## src/rtl/mrle_pkg.sv

```systemverilog
// ----------------------------------------------------------------------------
// mrle_pkg
// Shared types, constants and helpers of the marker run-length encoder.
// ----------------------------------------------------------------------------
package mrle_pkg;

  localparam int unsigned MAX_ELEMENT_BYTES = 4;
  localparam int unsigned ELEM_W            = 32;
  localparam int unsigned COUNT_W           = 8;
  localparam int unsigned BYTES_W           = 3;
  localparam int unsigned LIT_W             = 3;   // literal burst index, up to 5 copies
  localparam int unsigned QDEPTH            = 4;
  localparam int unsigned QPTR_W            = $clog2(QDEPTH);
  localparam int unsigned QCNT_W            = $clog2(QDEPTH + 1);

  localparam logic [7:0]         MARKER_BYTE = 8'hFE;
  localparam logic [COUNT_W-1:0] COUNT_LIMIT = 8'd255;
  localparam logic [COUNT_W-1:0] SHORT_EXTRA = 8'd2;

  // One command for the back end: a run token, or a burst of literal copies.
  typedef struct packed {
    logic               is_run;
    logic [COUNT_W-1:0] count;
    logic [ELEM_W-1:0]  elem;
  } mrle_cmd_t;

  // Everything one input item causes: first command always valid.
  typedef struct packed {
    mrle_cmd_t a;
    mrle_cmd_t b;
    logic      b_valid;
    logic      eos;
  } mrle_entry_t;

  typedef enum logic {
    PH_A,
    PH_B
  } mrle_phase_t;

  function automatic logic [BYTES_W-1:0] eff_bytes(input logic [BYTES_W-1:0] raw);
    logic [BYTES_W-1:0] b;
    b = raw;
    if (b == '0) begin
      b = BYTES_W'(1);
    end
    if (b > BYTES_W'(MAX_ELEMENT_BYTES)) begin
      b = BYTES_W'(MAX_ELEMENT_BYTES);
    end
    if (b > BYTES_W'(4)) begin
      b = BYTES_W'(4);
    end
    return b;
  endfunction

  function automatic logic [ELEM_W-1:0] elem_mask(input logic [BYTES_W-1:0] bytes);
    logic [ELEM_W-1:0] m;
    unique case (bytes)
      3'd1:    m = 32'h0000_00FF;
      3'd2:    m = 32'h0000_FFFF;
      3'd3:    m = 32'h00FF_FFFF;
      default: m = 32'hFFFF_FFFF;
    endcase
    return m;
  endfunction

endpackage

```

## src/rtl/mrle_front.sv

```systemverilog
// ----------------------------------------------------------------------------
// mrle_front
// Tracks the open run and turns accepted elements into queue entries, at most one per element.
// ----------------------------------------------------------------------------
module mrle_front import mrle_pkg::*; (
  input  logic                clk,
  input  logic                rst,
  input  logic                s_tvalid,
  output logic                s_tready,
  input  logic [ELEM_W-1:0]   s_tdata,     // in_element
  input  logic                s_tlast,     // final_element
  input  logic                cfg_valid,
  output logic                cfg_ready,
  input  logic [BYTES_W-1:0]  cfg_data,    // element_bytes
  input  logic                q_full,
  output logic                push,
  output mrle_entry_t         push_entry
);

  logic [BYTES_W-1:0] element_bytes;
  logic [ELEM_W-1:0]  held_element;
  logic [COUNT_W-1:0] run_length;
  logic               have_element;
  logic               split_run;

  logic [ELEM_W-1:0]  held_next;
  logic [COUNT_W-1:0] run_next;
  logic               have_next;
  logic               split_next;

  logic [BYTES_W-1:0] bytes;
  logic [ELEM_W-1:0]  mask;
  logic [ELEM_W-1:0]  e;
  logic               match;
  logic [COUNT_W-1:0] run_inc;
  logic               hit;
  logic [COUNT_W-1:0] short_limit;
  logic               accept;

  // merged state, before the final flush
  logic [ELEM_W-1:0]  m_held;
  logic [COUNT_W-1:0] m_run;
  logic               m_split;

  mrle_cmd_t cmd_x;
  logic      x_valid;
  mrle_cmd_t cmd_y;
  logic      y_valid;

  assign cfg_ready = 1'b1;
  assign s_tready  = !q_full;
  assign accept    = s_tvalid && s_tready;

  always_comb begin
    bytes       = eff_bytes(element_bytes);
    mask        = elem_mask(bytes);
    e           = s_tdata & mask;
    match       = have_element && (e == (held_element & mask));
    run_inc     = run_length + COUNT_W'(1);
    hit         = match && (run_inc >= COUNT_LIMIT);
    short_limit = COUNT_W'(bytes) + SHORT_EXTRA;

    // close the old run, or cut a full 255 token
    cmd_x   = '0;
    x_valid = 1'b0;
    if (match) begin
      cmd_x.is_run = 1'b1;
      cmd_x.count  = COUNT_LIMIT;
      cmd_x.elem   = held_element;
      x_valid      = hit;
    end else begin
      cmd_x.is_run = split_run || (run_length >= short_limit) ||
                     (held_element[7:0] == MARKER_BYTE);
      cmd_x.count  = run_length;
      cmd_x.elem   = held_element;
      x_valid      = have_element && (run_length != '0);
    end

    if (match) begin
      m_held  = held_element;
      m_run   = hit ? '0 : run_inc;
      m_split = split_run || hit;
    end else begin
      m_held  = e;
      m_run   = COUNT_W'(1);
      m_split = 1'b0;
    end

    // final flush of the merged run
    cmd_y.is_run = m_split || (m_run >= short_limit) || (m_held[7:0] == MARKER_BYTE);
    cmd_y.count  = m_run;
    cmd_y.elem   = m_held;
    y_valid      = s_tlast && (m_run != '0);

    push_entry         = '0;
    push_entry.eos     = s_tlast;
    if (x_valid) begin
      push_entry.a       = cmd_x;
      push_entry.b       = cmd_y;
      push_entry.b_valid = y_valid;
    end else begin
      push_entry.a       = cmd_y;
    end
    push = accept && (x_valid || y_valid);

    if (s_tlast) begin
      held_next  = '0;
      run_next   = '0;
      have_next  = 1'b0;
      split_next = 1'b0;
    end else begin
      held_next  = m_held;
      run_next   = m_run;
      have_next  = 1'b1;
      split_next = m_split;
    end
  end

  always_ff @(posedge clk) begin
    if (rst) begin
      element_bytes <= BYTES_W'(1);
      held_element  <= '0;
      run_length    <= '0;
      have_element  <= 1'b0;
      split_run     <= 1'b0;
    end else begin
      if (cfg_valid && cfg_ready) begin
        element_bytes <= cfg_data;
      end
      if (accept) begin
        held_element <= held_next;
        run_length   <= run_next;
        have_element <= have_next;
        split_run    <= split_next;
      end
    end
  end

`ifndef SYNTHESIS
  a_push_not_full: assert property (@(posedge clk) disable iff (rst)
    push |-> !q_full)
    else $error("front pushed into a full queue");

  a_final_clears: assert property (@(posedge clk) disable iff (rst)
    (accept && s_tlast) |=> (!have_element && run_length == '0 && !split_run))
    else $error("run state not cleared after final element");

  a_final_has_result: assert property (@(posedge clk) disable iff (rst)
    (accept && s_tlast) |-> push)
    else $error("final element caused no result");
`endif

endmodule

```

## src/rtl/mrle_queue.sv

```systemverilog
// ----------------------------------------------------------------------------
// mrle_queue
// Short register queue of command entries between front and back end.
// ----------------------------------------------------------------------------
module mrle_queue import mrle_pkg::*; (
  input  logic        clk,
  input  logic        rst,
  input  logic        push,
  input  mrle_entry_t push_entry,
  input  logic        pop,
  output logic        q_valid,
  output logic        q_full,
  output mrle_entry_t head
);

  mrle_entry_t        slots [QDEPTH];
  logic [QPTR_W-1:0]  wr_ptr;
  logic [QPTR_W-1:0]  rd_ptr;
  logic [QCNT_W-1:0]  fill;

  assign q_valid = (fill != '0);
  assign q_full  = (fill == QCNT_W'(QDEPTH));
  assign head    = slots[rd_ptr];

  always_ff @(posedge clk) begin
    if (push) begin
      slots[wr_ptr] <= push_entry;
    end
  end

  always_ff @(posedge clk) begin
    if (rst) begin
      wr_ptr <= '0;
      rd_ptr <= '0;
      fill   <= '0;
    end else begin
      if (push) begin
        wr_ptr <= wr_ptr + QPTR_W'(1);
      end
      if (pop) begin
        rd_ptr <= rd_ptr + QPTR_W'(1);
      end
      unique case ({push, pop})
        2'b10:   fill <= fill + QCNT_W'(1);
        2'b01:   fill <= fill - QCNT_W'(1);
        default: fill <= fill;
      endcase
    end
  end

`ifndef SYNTHESIS
  a_no_pop_empty: assert property (@(posedge clk) disable iff (rst)
    pop |-> q_valid)
    else $error("pop from empty queue");

  a_fill_bound: assert property (@(posedge clk) disable iff (rst)
    fill <= QCNT_W'(QDEPTH))
    else $error("queue fill out of range");

  a_ptr_gap: assert property (@(posedge clk) disable iff (rst)
    (!q_full && q_valid) |-> (wr_ptr != rd_ptr))
    else $error("queue pointers disagree with fill");
`endif

endmodule

```

## src/rtl/mrle_back.sv

```systemverilog
// ----------------------------------------------------------------------------
// mrle_back
// Expands queue entries into result items and holds the output register.
// ----------------------------------------------------------------------------
module mrle_back import mrle_pkg::*; (
  input  logic                      clk,
  input  logic                      rst,
  input  logic                      q_valid,
  input  mrle_entry_t               head,
  output logic                      pop,
  output logic                      m_tvalid,
  input  logic                      m_tready,
  output logic [COUNT_W+ELEM_W-1:0] m_tdata,   // run_count, out_element
  output logic                      m_tuser,   // is_run
  output logic                      m_tlast    // end_of_stream
);

  mrle_phase_t       phase;
  mrle_phase_t       phase_next;
  logic [LIT_W-1:0]  done;
  logic [LIT_W-1:0]  done_next;

  mrle_cmd_t          cur;
  logic               out_free;
  logic               issue;
  logic               last_cur;
  logic               last_entry;
  logic [COUNT_W-1:0] res_count;

  assign out_free = !m_tvalid || m_tready;
  assign issue    = q_valid && out_free;

  // output decode
  always_comb begin
    cur        = (phase == PH_B) ? head.b : head.a;
    last_cur   = cur.is_run || (done == LIT_W'(cur.count - COUNT_W'(1)));
    last_entry = last_cur && ((phase == PH_B) || !head.b_valid);
    res_count  = cur.is_run ? cur.count : COUNT_W'(1);
    pop        = issue && last_entry;
  end

  // next state
  always_comb begin
    phase_next = phase;
    done_next  = done;
    if (issue) begin
      priority if (last_entry) begin
        phase_next = PH_A;
        done_next  = '0;
      end else if (last_cur) begin
        phase_next = PH_B;
        done_next  = '0;
      end else begin
        done_next  = done + LIT_W'(1);
      end
    end
  end

  always_ff @(posedge clk) begin
    if (rst) begin
      phase    <= PH_A;
      done     <= '0;
      m_tvalid <= 1'b0;
    end else begin
      phase <= phase_next;
      done  <= done_next;
      if (out_free) begin
        m_tvalid <= issue;
      end
    end
  end

  always_ff @(posedge clk) begin
    if (issue) begin
      m_tdata <= {cur.elem, res_count};
      m_tuser <= cur.is_run;
      m_tlast <= head.eos && last_entry;
    end
  end

`ifndef SYNTHESIS
  a_literal_count: assert property (@(posedge clk) disable iff (rst)
    (m_tvalid && !m_tuser) |-> (m_tdata[COUNT_W-1:0] == COUNT_W'(1)))
    else $error("literal result with count other than one");

  a_burst_bound: assert property (@(posedge clk) disable iff (rst)
    (q_valid && !cur.is_run) |-> (COUNT_W'(done) < cur.count))
    else $error("literal burst ran past its count");

  a_phase_b_valid: assert property (@(posedge clk) disable iff (rst)
    (phase == PH_B) |-> (q_valid && head.b_valid))
    else $error("second command phase without a second command");
`endif

endmodule

```

## src/rtl/marker_rle_encoder.sv

```systemverilog
// ----------------------------------------------------------------------------
// marker_rle_encoder
// Escape-marker run-length encoder, one element of 1 to 4 bytes per item.
// ----------------------------------------------------------------------------
// Usage:
//   s_* carries elements (tdata) with tlast on the last element of a stream.
//   m_* carries results: tuser high for a run token (marker, count, element),
//   low for one literal copy (count 1); tlast marks the last result of a
//   stream. cfg_* writes element_bytes; write it only while the block is idle.
// Path: the results caused by an item enter the queue with it at the accepting
//   edge and are then written into the output register that drives m_tvalid.
// Throughput: one item per cycle while the queue is not full. The back end
//   issues one result per cycle while the output is free, so a closed short run
//   makes up to five literal results; the four-entry queue between front and back
//   absorbs those bursts, and s_tready drops only while the queue is full.
// Reset: element_bytes returns to 1, no run is open, the queue and the
//   output register are empty.
// Stall: when m_tready is low the output register holds its result, the
//   queue fills, and then s_tready goes low; nothing is lost or repeated.
// ----------------------------------------------------------------------------
module marker_rle_encoder import mrle_pkg::*; (
  input  logic                      clk,
  input  logic                      rst,
  input  logic                      s_tvalid,
  output logic                      s_tready,
  input  logic [ELEM_W-1:0]         s_tdata,    // in_element
  input  logic                      s_tlast,    // final_element
  output logic                      m_tvalid,
  input  logic                      m_tready,
  output logic [COUNT_W+ELEM_W-1:0] m_tdata,    // run_count [7:0], out_element [39:8]
  output logic                      m_tuser,    // is_run
  output logic                      m_tlast,    // end_of_stream
  input  logic                      cfg_valid,
  output logic                      cfg_ready,
  input  logic [BYTES_W-1:0]        cfg_data    // element_bytes
);

  logic        push;
  mrle_entry_t push_entry;
  logic        pop;
  logic        q_valid;
  logic        q_full;
  mrle_entry_t head;

  mrle_front u_front (
    .clk        (clk),
    .rst        (rst),
    .s_tvalid   (s_tvalid),
    .s_tready   (s_tready),
    .s_tdata    (s_tdata),
    .s_tlast    (s_tlast),
    .cfg_valid  (cfg_valid),
    .cfg_ready  (cfg_ready),
    .cfg_data   (cfg_data),
    .q_full     (q_full),
    .push       (push),
    .push_entry (push_entry)
  );

  mrle_queue u_queue (
    .clk        (clk),
    .rst        (rst),
    .push       (push),
    .push_entry (push_entry),
    .pop        (pop),
    .q_valid    (q_valid),
    .q_full     (q_full),
    .head       (head)
  );

  mrle_back u_back (
    .clk      (clk),
    .rst      (rst),
    .q_valid  (q_valid),
    .head     (head),
    .pop      (pop),
    .m_tvalid (m_tvalid),
    .m_tready (m_tready),
    .m_tdata  (m_tdata),
    .m_tuser  (m_tuser),
    .m_tlast  (m_tlast)
  );

endmodule

```

## config.mk

```make
export PLATFORM = sky130hd
export DESIGN_NAME = marker_rle_encoder
export DESIGN_NICKNAME = d
export VERILOG_FILES = /design/src/rtl/mrle_pkg.sv /design/src/rtl/mrle_front.sv /design/src/rtl/mrle_queue.sv /design/src/rtl/mrle_back.sv /design/src/rtl/marker_rle_encoder.sv
export SDC_FILE = /design/constraint.sdc
export NUM_CORES = 1
export LEC_CHECK = 0
export BUFFER_PORTS_ARGS = -buffer_cell sky130_fd_sc_hd__buf_2
export CORE_MARGIN = 3
export CORE_UTILIZATION = 40
export DETAILED_ROUTE_END_ITERATION = 16
export SETUP_SLACK_MARGIN = 0.05
export SLEW_MARGIN = 20
export SYNTH_ARGS = -nofsm -noshare
export SYNTH_HDL_FRONTEND = slang
export SYNTH_SLANG_ARGS = --single-unit
```

## constraint.sdc

```tcl
create_clock -name clk -period 4.54 [get_ports clk]
set_input_delay 0.681 -clock clk [delete_from_list [all_inputs] [get_ports clk]]
set_output_delay 0.681 -clock clk [all_outputs]
set_load 0.01 [all_outputs]
```

-- Word level (Yosys, flattened, before mapping)
Memory sizes are Yosys's and may differ from the RTL's. A register that Yosys moved wholly into a read port is not among the register bits.
Cells that the tools add are included.
- word-level logic and storage cells: 96
- register bits: 99
- input bits: 41
- memories kept: 1
- output and inout bits: 45
- bits in writable memories: 336
- memories (name ; depth ; bits a word ; read ports ; clocked after memory_dff ; wr ports ; line ; text):
    u_queue.slots ; 4 ; 84 ; 1 ; 1 ; 1 ; mrle_queue.sv:16 ; mrle_entry_t slots [QDEPTH];
- bitwise logic cells: 2
- order comparisons: 5
- $add $sub $neg: 8
- mux-type cells: 26
- equality and inequality tests: 10
- reduce and logical (&&, ||, !) cells: 29
- operators by type and width (kind ; number):
    $mux W41 ; 3
    $pmux W32 S3 ; 1
    $and A32 B32 Y32 ; 2
    $mux W32 ; 2
    $mux W42 ; 1
    $eq A32 B32 Y1 ; 1
    $mux W8 ; 3
    $eq A8 B8 Y1 const B ; 2
    $ge A8 B8 Y1 ; 2
    $reduce_bool A8 Y1 ; 2
    $mux W3 ; 5
    $logic_and A1 B1 Y1 ; 10
    $logic_or A1 B1 Y1 ; 9
    $add A8 B1 Y8 const B ; 1
    $ge A8 B8 Y1 const B ; 1
    $mux W1 ; 8
    $add A3 B1 Y3 const B ; 2
    $eq A3 B2 Y1 const B ; 2
    $gt A3 B3 Y1 const B ; 2
    $pmux W3 S2 ; 1
    $sub A3 B1 Y3 const B ; 2
    $add A2 B1 Y2 const B ; 2
    $add A3 B2 Y4 const B ; 1
    $mux W2 ; 2
    other kinds (10) ; 13

-- Logic depth before layout (Yosys ltp)
Gate-level depths: netlist of run 1.
- depth in word-level cells: 20
- gate-level depth with buffers: 16
- mapped depth without buffers: 14

-- By module
A second synthesis of run 1 with hierarchy kept.
- cell total of the unflattened synthesis: 1034
- area, all modules: 18302.6 um^2
- modules (own cells, without submodules) (module ; times used ; cells each ; area each (um^2) ; seq. area each (um^2)):
    mrle_queue ; 1 ; 485 ; 12553.3 ; 10269.8
    mrle_front ; 1 ; 411 ; 3583.4 ; 900.9
    mrle_back ; 1 ; 138 ; 2165.8 ; 1361.3

-- Worst setup path after synthesis of run 1
OpenSTA, ideal clock, no wires.
- kind: in2reg
- start: in s_tdata[1]
- end: mem u_queue.slots[1][0] (netlist bit) (enable)
- data required time: 4088 ps
- stages on the path: 7
- buffers on the path: 0
- library setup time: 452 ps
- slack: -89 ps
- arrival: 4177 ps
- cell sequence: xnor2_1 > o2111ai_1 > nor3_1 > o2111ai_2 > mux2i_4 > a211oi_4 > and2_1
- cells in the longest elaborated chain, start to end: 12
- elaborated cells on any way between the ends: 13
- those cells by class: 1 x eq/ne; 5 x mux; 1 x bitwise; 6 x reduce/logical
- ends and longest elaborated chain (element ; line ; text):
    start: declaration ; marker_rle_encoder.sv:26 ; input logic [ELEM_W-1:0] s_tdata,
    $and A32 B32 Y32 * ; mrle_front.sv:57 ; e = s_tdata & mask;
    $eq A32 B32 Y1 * ; mrle_front.sv:58 ; match = have_element && (e == (held_element & mask));
    $logic_and A1 B1 Y1 * ; mrle_front.sv:58 ;
    $logic_and A1 B1 Y1 ; mrle_front.sv:60 ; hit = match && (run_inc >= COUNT_LIMIT);
    $mux W8 ; mrle_front.sv:81 ; m_run = hit ? '0 : run_inc;
    $mux W8 ; mrle_front.sv:79 ; if (match) begin
    $reduce_bool A8 Y1 ; mrle_front.sv:93 ; y_valid = s_tlast && (m_run != '0);
    $logic_and A1 B1 Y1 ; mrle_front.sv:93 ;
    $logic_or A1 B1 Y1 * ; mrle_front.sv:104 ; push = accept && (x_valid || y_valid);
    $logic_and A1 B1 Y1 * ; mrle_front.sv:104 ;
    $mux W1 * ; mrle_queue.sv:26 ; if (push) begin
    $mux W1 (not written as such) * ; mrle_queue.sv:27 ; slots[wr_ptr] <= push_entry;
    end: declaration ; mrle_queue.sv:16 ;
Mark *: on every way between the ends. The rest lies on a longest branch, timed or not.

==> results.cfg, run 1 <==
[clocking]
holdBufCountCts = 0
insertion_delay_ps = 570
htreeDepth = 2
path_clk_slew_ps = 60
root_buffer = clkbuf_16
cts_tree = done
cts_setup_buffers = 0
cts_resized = 0
cts_num_sinks = 437
cts_buffers = 45
cts_max_path_buffers = 3

[critical_path]
cp-start-kind = flip-flop
end_kind = flip-flop
crit_type = flip-flop to flip-flop
required_ps = 5040
arrival_ps = 4290
critPathBufInv = 1
cpPeakStageDelay_ps = 550
r2r_slack_ps = 750
crit_slowest_cell = mux4_1
rr_worst_depth = 14
crit_fanout = 7
r2r-end = u_queue.fill[2]
crit_chain = mux4_1 > mux2i_1 > ha_1 > xor2_1 > xnor2_1 > o31ai_4 > nand2_2 > nor2_1 > ha_1 > inv_1 > fa_1 > xor2_1 > or3_1 > a21oi_1
cp_top_family = multiplexers

[routing]
drc = 0
firstDrtPassIters = 5
route.detailed.wl_per_inst_um = 20.87
drtAntennaViolNets = 0
drt_iter0_drc = 910
viasPerCell = 5.318
routed_wl_um = 39630
vias = 10100

[yosys]
yosysMostFrequentCell = edfxtp_1
synth.top_cell.area_share_pct = 62.46
synth_top_family_by_area = multiplexers
synth_simple_gate_area_share_pct = 7.147
synth_xor_area_share_pct = 2.024
syn_area_per_cell_sq_um = 15.86
syn_inst = 1146
yosysSeqAreaShare_pct = 68.96
synthArstFlopShare_pct = 0
synthTopCellsByCount = edfxtp_1 (378), nand2_1 (104), mux4_2 (82)
syn_area_sq_um = 18170
synth_ff_type = edfxtp_1
synth_area_leaders = edfxtp_1 (62%), mux4_2 (10%), dfxtp_1 (6.5%), mux2_2 (2.5%), nand2_1 (2.1%)
synth.distinct_cells = 53
muxShareOfSynthArea_pct = 13.90
synth_compound_area_share_pct = 4.682
synth_top_area_cell = edfxtp_1
yosys_warnings = 0
synth.ff_latch_count = 437
synth-edff-count = 378
synthAdderAreaFrac_pct = 1.349

[timing]
drv_slew = 0
hold_viol_final = 0
setup_viol = 0
worst_pin_slew_ps = 1013
slew_headroom_pct = 31.95
rsz0062_at_grt = no
skew_ps = 19.25
fmax_mhz = 263.8
setup_tns_ps = 0
finalCritPeriodShare_pct = 83.51
whs_ps = 340.8
min_period_ps = 3791

[floorplanning]
pin_count = 86
die_area_sq_um = 48020
rows = 77
die_y_um = 219.1
core_area_sq_um = 44510
die_x_um = 219.1
initial_utilization_pct = 40.83

[final_layout]
layout-drive-gt1-share_pct = 24.87
seq_area_sq_um = 12540
diodes = 0
nFillCells = 3818
nets = 1332
area_growth_syn_to_layout_pct = 16.79
multi_input_area_sq_um = 5430
final_util_pct = 47.68

[worst_hold_path]
holdPathEnd = u_front.element_bytes[0]
min_delay_path_depth = 3
min_from = cfg_data[0]
min_path_type = input port to flip-flop

[power]
power_per_cell_area_nw_per_um2 = 521.4
leakagePower_nw = 6.891
ir_worst_vdd_mv = 0.3495

[placed_design]
numPortBuffers = 84
place_congestion = 0.8479
dp_hpwl_um = 24460

[grt]
grt.total_usage_pct = 16.86
grt_pass1_wl_um = 61280
grt_pass1_vias = 10410
grt_max_degree = 58
antenna_found_initial = 1
overflow = 0

[run_status]
outcome = finished, final reports clean

[run]
drv_cap = 0
==> registers in the layout, summed over array words and instances, names as in the netlist, 2 cells and up, named ones only <==
| register | count |
|---|---|
| u_queue.rd_ptr | 2 |
| u_back.m_tdata | 40 |
| u_front.run_length | 8 |
| u_back.done | 3 |
| u_queue.fill | 3 |
| u_queue.wr_ptr | 2 |
| u_front.element_bytes | 3 |
| u_front.held_element | 32 |
| u_queue.slots | 336 |
==> per-stage QoR <==
step                setup WS, ps  power (W)  area (sq um)  instances
global route               518.8    0.01158         21220       1899
CTS                        746.2    0.01124         21220       1899
finish                     748.7    0.01107         21220       1899
detailed placement         774.5   0.007099         19550       1817
floorplan                  581.0   0.006385         18290       1175
global placement           837.6   0.007092         19550       1817
==> cell families (layout without fill, tap and decap cells) <==
kind of cell | Yosys count | after routing
AND/OR/NAND/NOR | 284 | 284
other | 2 | 31
flip-flops | 437 | 437
multiplexers | 139 | 139
buffers and inverters | 85 | 217
XOR/XNOR | 42 | 42
AO/OA/AOI/OAI | 138 | 138
adder cells (fa/ha/maj) | 19 | 19
==> cell usage in the layout (no fill, tap or decap), drive strengths merged, types with 2 or more instances in the layout <==
cell      instances
a21oi            50
mux2i            14
and2              9
edfxtp          378
clkinvlp          2
nor4              4
mux4             84
nand4b            2
or3               2
nand2           105
nand4            12
ha               18
o31ai             2
dfxtp            59
nand3            43
buf             115
xnor2            33
clkinv           12
clkbuf           56
mux2             41
or2               2
o21ai            45
and3              3
conb             31
nand2b            2
bufinv           12
o2111ai           4
a211oi            2
a22oi            20
o211ai            2
nor2             66
inv              20
nor3             14
nor2b            14
a32oi            10
xor2              9
==> final cells by class <==
| type | count | area share (%) |
|---|---|---|
| flip-flops and latches | 437 | 59.09 |
| multi-input cells | 653 | 25.59 |
| clock buffers | 56 | 5.789 |
| repair buffers | 115 | 3.608 |
| well taps | 592 | 3.490 |
| clock inverters | 26 | 2.087 |
| inverters | 20 | 0.3537 |
==> how the worst max path moves through the flow <==
stage	start	endpoint	slack (ps)	cells past startpoint
after CTS	flip-flop	u_queue.fill[2]	750	14
after global placement	s_tdata[25]	u_queue.fill[2]	840	14
after global routing	flip-flop	u_queue.fill[2]	520	14
after detailed placement	flip-flop	u_queue.fill[2]	770	14
after floorplan	u_back.phase	u_queue.fill[2]	580	16
final	flip-flop	u_queue.fill[2]	750	14
==> worst reg2reg max path, stage by stage (launching register included) <==
cell	delay [ps]
dfxtp_4	400
mux4_1	550
mux2i_1	400
ha_1	250
xor2_1	190
xnor2_1	120
o31ai_4	270
nand2_2	90
nor2_1	170
ha_1	220
inv_1	60
fa_1	380
xor2_1	150
or3_1	310
a21oi_1	150
==> report_power, final <==
| part | total (W) | switching, W | internal, W |
|---|---|---|---|
| clock network | 0.00410 | 0.00150 | 0.00260 |
| logic | 0.00200 | 0.00110 | 0.000901 |
| registers | 0.00496 | 0.000146 | 0.00482 |
| total | 0.0111 | 0.00275 | 0.00832 |
==> routing by layer <==
layer | up-vias | GRT usage [%] | part of all wire [%] | wire, um
li1 | 4645 | - | - | -
met1 | 5140 | 23.00 | 44 | 17420
met2 | 252 | 27.83 | 49 | 19440
met3 | 59 | 3.572 | 5.2 | 2059
met4 | 2 | 4.169 | 1.8 | 698
met5 | - | 0 | 0.023 | 9
No activity file was read; power rests on OpenSTA's default activity.
==> run 2: changes to the inputs <==
==> constraint.sdc (replaced) <==
create_clock -name clk -period 3.7 [get_ports clk]
set_input_delay 0.555 -clock clk [delete_from_list [all_inputs] [get_ports clk]]
set_output_delay 0.555 -clock clk [all_outputs]
set_load 0.01 [all_outputs]
==> run 2 against run 1 <==
Non-clock buffer count grew 13. First-iteration DRC count shrank 8.1%. Clock-buffer cell count grew 5. Register-to-register slack lost 510 ps. Clock power grew 7.1%. Critical path type unchanged. Largest power group unchanged.
==> results.cfg, run 2 (synthesized netlist as in run 1, its figures left out) <==
[grt]
grt.total_usage_pct = 16.58
grt_pass1_wl_um = 60800
grt_pass1_vias = 10580
antenna_found_initial = 1
overflow = 0
grt_max_degree = 50

[routing]
vias = 10170
drt_iter0_drc = 836
drc = 0
drtAntennaViolNets = 0
firstDrtPassIters = 5
routed_wl_um = 39010
route.detailed.wl_per_inst_um = 20.32
viasPerCell = 5.296

[floorplanning]
die_area_sq_um = 48020
core_area_sq_um = 44510
die_x_um = 219.1
pin_count = 86
rows = 77
die_y_um = 219.1
initial_utilization_pct = 40.83

[timing]
rsz0062_at_grt = no
worst_pin_slew_ps = 713.1
drv_slew = 0
fmax_mhz = 289.1
skew_ps = 11.89
setup_tns_ps = 0
hold_viol_final = 0
slew_headroom_pct = 52.46
setup_viol = 0
min_period_ps = 3459
whs_ps = 235.6
finalCritPeriodShare_pct = 93.50

[critical_path]
crit_slowest_cell = mux4_1
crit_type = flip-flop to flip-flop
cpMostUsedCell = xor2_1
crit_fanout = 9
required_ps = 4180
cpPeakStageDelay_ps = 570
crit_chain = mux4_1 > mux2i_1 > ha_1 > xor2_1 > xnor2_1 > o31ai_4 > nand2_2 > nor2_2 > ha_2 > inv_1 > fa_1 > xor2_1 > or3_1 > a21oi_1
arrival_ps = 3940
cp-start-kind = flip-flop
end_kind = flip-flop

[placed_design]
dp_hpwl_um = 23450
place_congestion = 0.8433
placed_cells = 1828
numPortBuffers = 84

[power]
power.switching_w = 0.003360
ir_worst_vdd_mv = 0.3260
power_frac_clock_pct = 33.8
power_w = 0.01296
p_int_w = 0.009597
seq_power_share_pct = 46.8
power_frac_comb_pct = 19.4
switching_share_pct = 25.93
leakagePower_nw = 6.865
power_per_cell_area_nw_per_um2 = 612.7

[final_layout]
top_register = u_queue.slots
final_util_pct = 47.51
top_regs = u_queue.slots x336, u_back.m_tdata x40, u_front.held_element x32
nFillCells = 3854
area_growth_syn_to_layout_pct = 16.37
mostFrequentLayoutCells = edfxtp_1 (378), nand2_1 (104), buf_2 (84)
fin_cells = 1920
layout-drive-gt1-share_pct = 25.60
largest_reg_flops = 336
final_common_cell = edfxtp_1
nets = 1347

[clocking]
cts_tree = done
path_clk_slew_ps = 50
cts_max_path_buffers = 3
root_buffer = clkbuf_16
cts_num_sinks = 437
htreeDepth = 2
cts_buffers = 47
holdBufCountCts = 0
insertion_delay_ps = 560

[run]
drv_cap = 0

[run_status]
outcome = finished, final reports clean

[worst_hold_path]
min_path_type = input port to flip-flop
[run 2: power groups by stage]
stage          Combinational [W]  Clock, W  Sequential (W)
6_report                 0.00251   0.00439         0.00606
5_1_grt                  0.00276   0.00471         0.00611
4_1_cts                  0.00256   0.00453         0.00608
3_5_place_dp             0.00255         0         0.00617
3_3_place_gp             0.00254         0         0.00617
2_1_floorplan            0.00157         0         0.00627
[run 2: per-layer routing]
metal | vias up | global-route usage, % | wire length, um
met3 | 60 | 2.880 | 1967
li1 | 4684 | - | -
met1 | 5180 | 22.83 | 17220
met2 | 245 | 27.03 | 18890
met4 | 0 | 5.293 | 928
met5 | - | 0 | 0
[run 2: stage by stage]
| stage | instance area, sq um | worst slack (ps) |
|---|---|---|
| 6_report | 21150 | 240.6 |
| 2_1_floorplan | 18290 | -3.042 |
| 5_1_grt | 21140 | 41.26 |
| 4_1_cts | 21110 | 143.1 |
| 3_5_place_dp | 19660 | 147.7 |
| 3_3_place_gp | 19660 | 164.3 |
[run 2: worst paths after layout]
| path | cells after the start | slack [ps] | start | to |
|---|---|---|---|---|
| max | 14 | 240 | flip-flop | u_queue.fill[2] |
| min | 3 | 240 | cfg_data[0] | u_front.element_bytes[0] |
| max reg2reg | 14 | 240 | flip-flop | u_queue.fill[2] |
| min reg2reg | 2 | 470 | u_back.m_tvalid | u_back.m_tvalid |
[run 2: worst max-delay path: cells and delay by family, from the launching register on]
family	cells	cell delay [ps]
muxes	2	770
adders and majority gates	3	770
and+or+nand+nor	3	530
xor gates and xnor gates	3	440
DFF	1	440
AOI/OAI and AO/OA	2	360
buffers and inverters	1	50
[run 2: repair_timing]
action                                  4_1_cts  5_1_grt
setup buffers                                 0        2
endpoints found under the setup margin        0        5
resized for setup                             0        4
[run 2: area by class of cell]
class | instances | area [sq um] | share of cell area [%]
multi-input combinational | 653 | 5446 | 25.75
clock inverter | 25 | 145.1 | 0.6863
clock buffer | 61 | 1301 | 6.153
antenna | 4 | 10.01 | 0.04733
tap | 592 | 740.7 | 3.503
timing repair buffer | 128 | 888.4 | 4.201
sequential | 437 | 12540 | 59.30
inverter | 20 | 75.07 | 0.3550
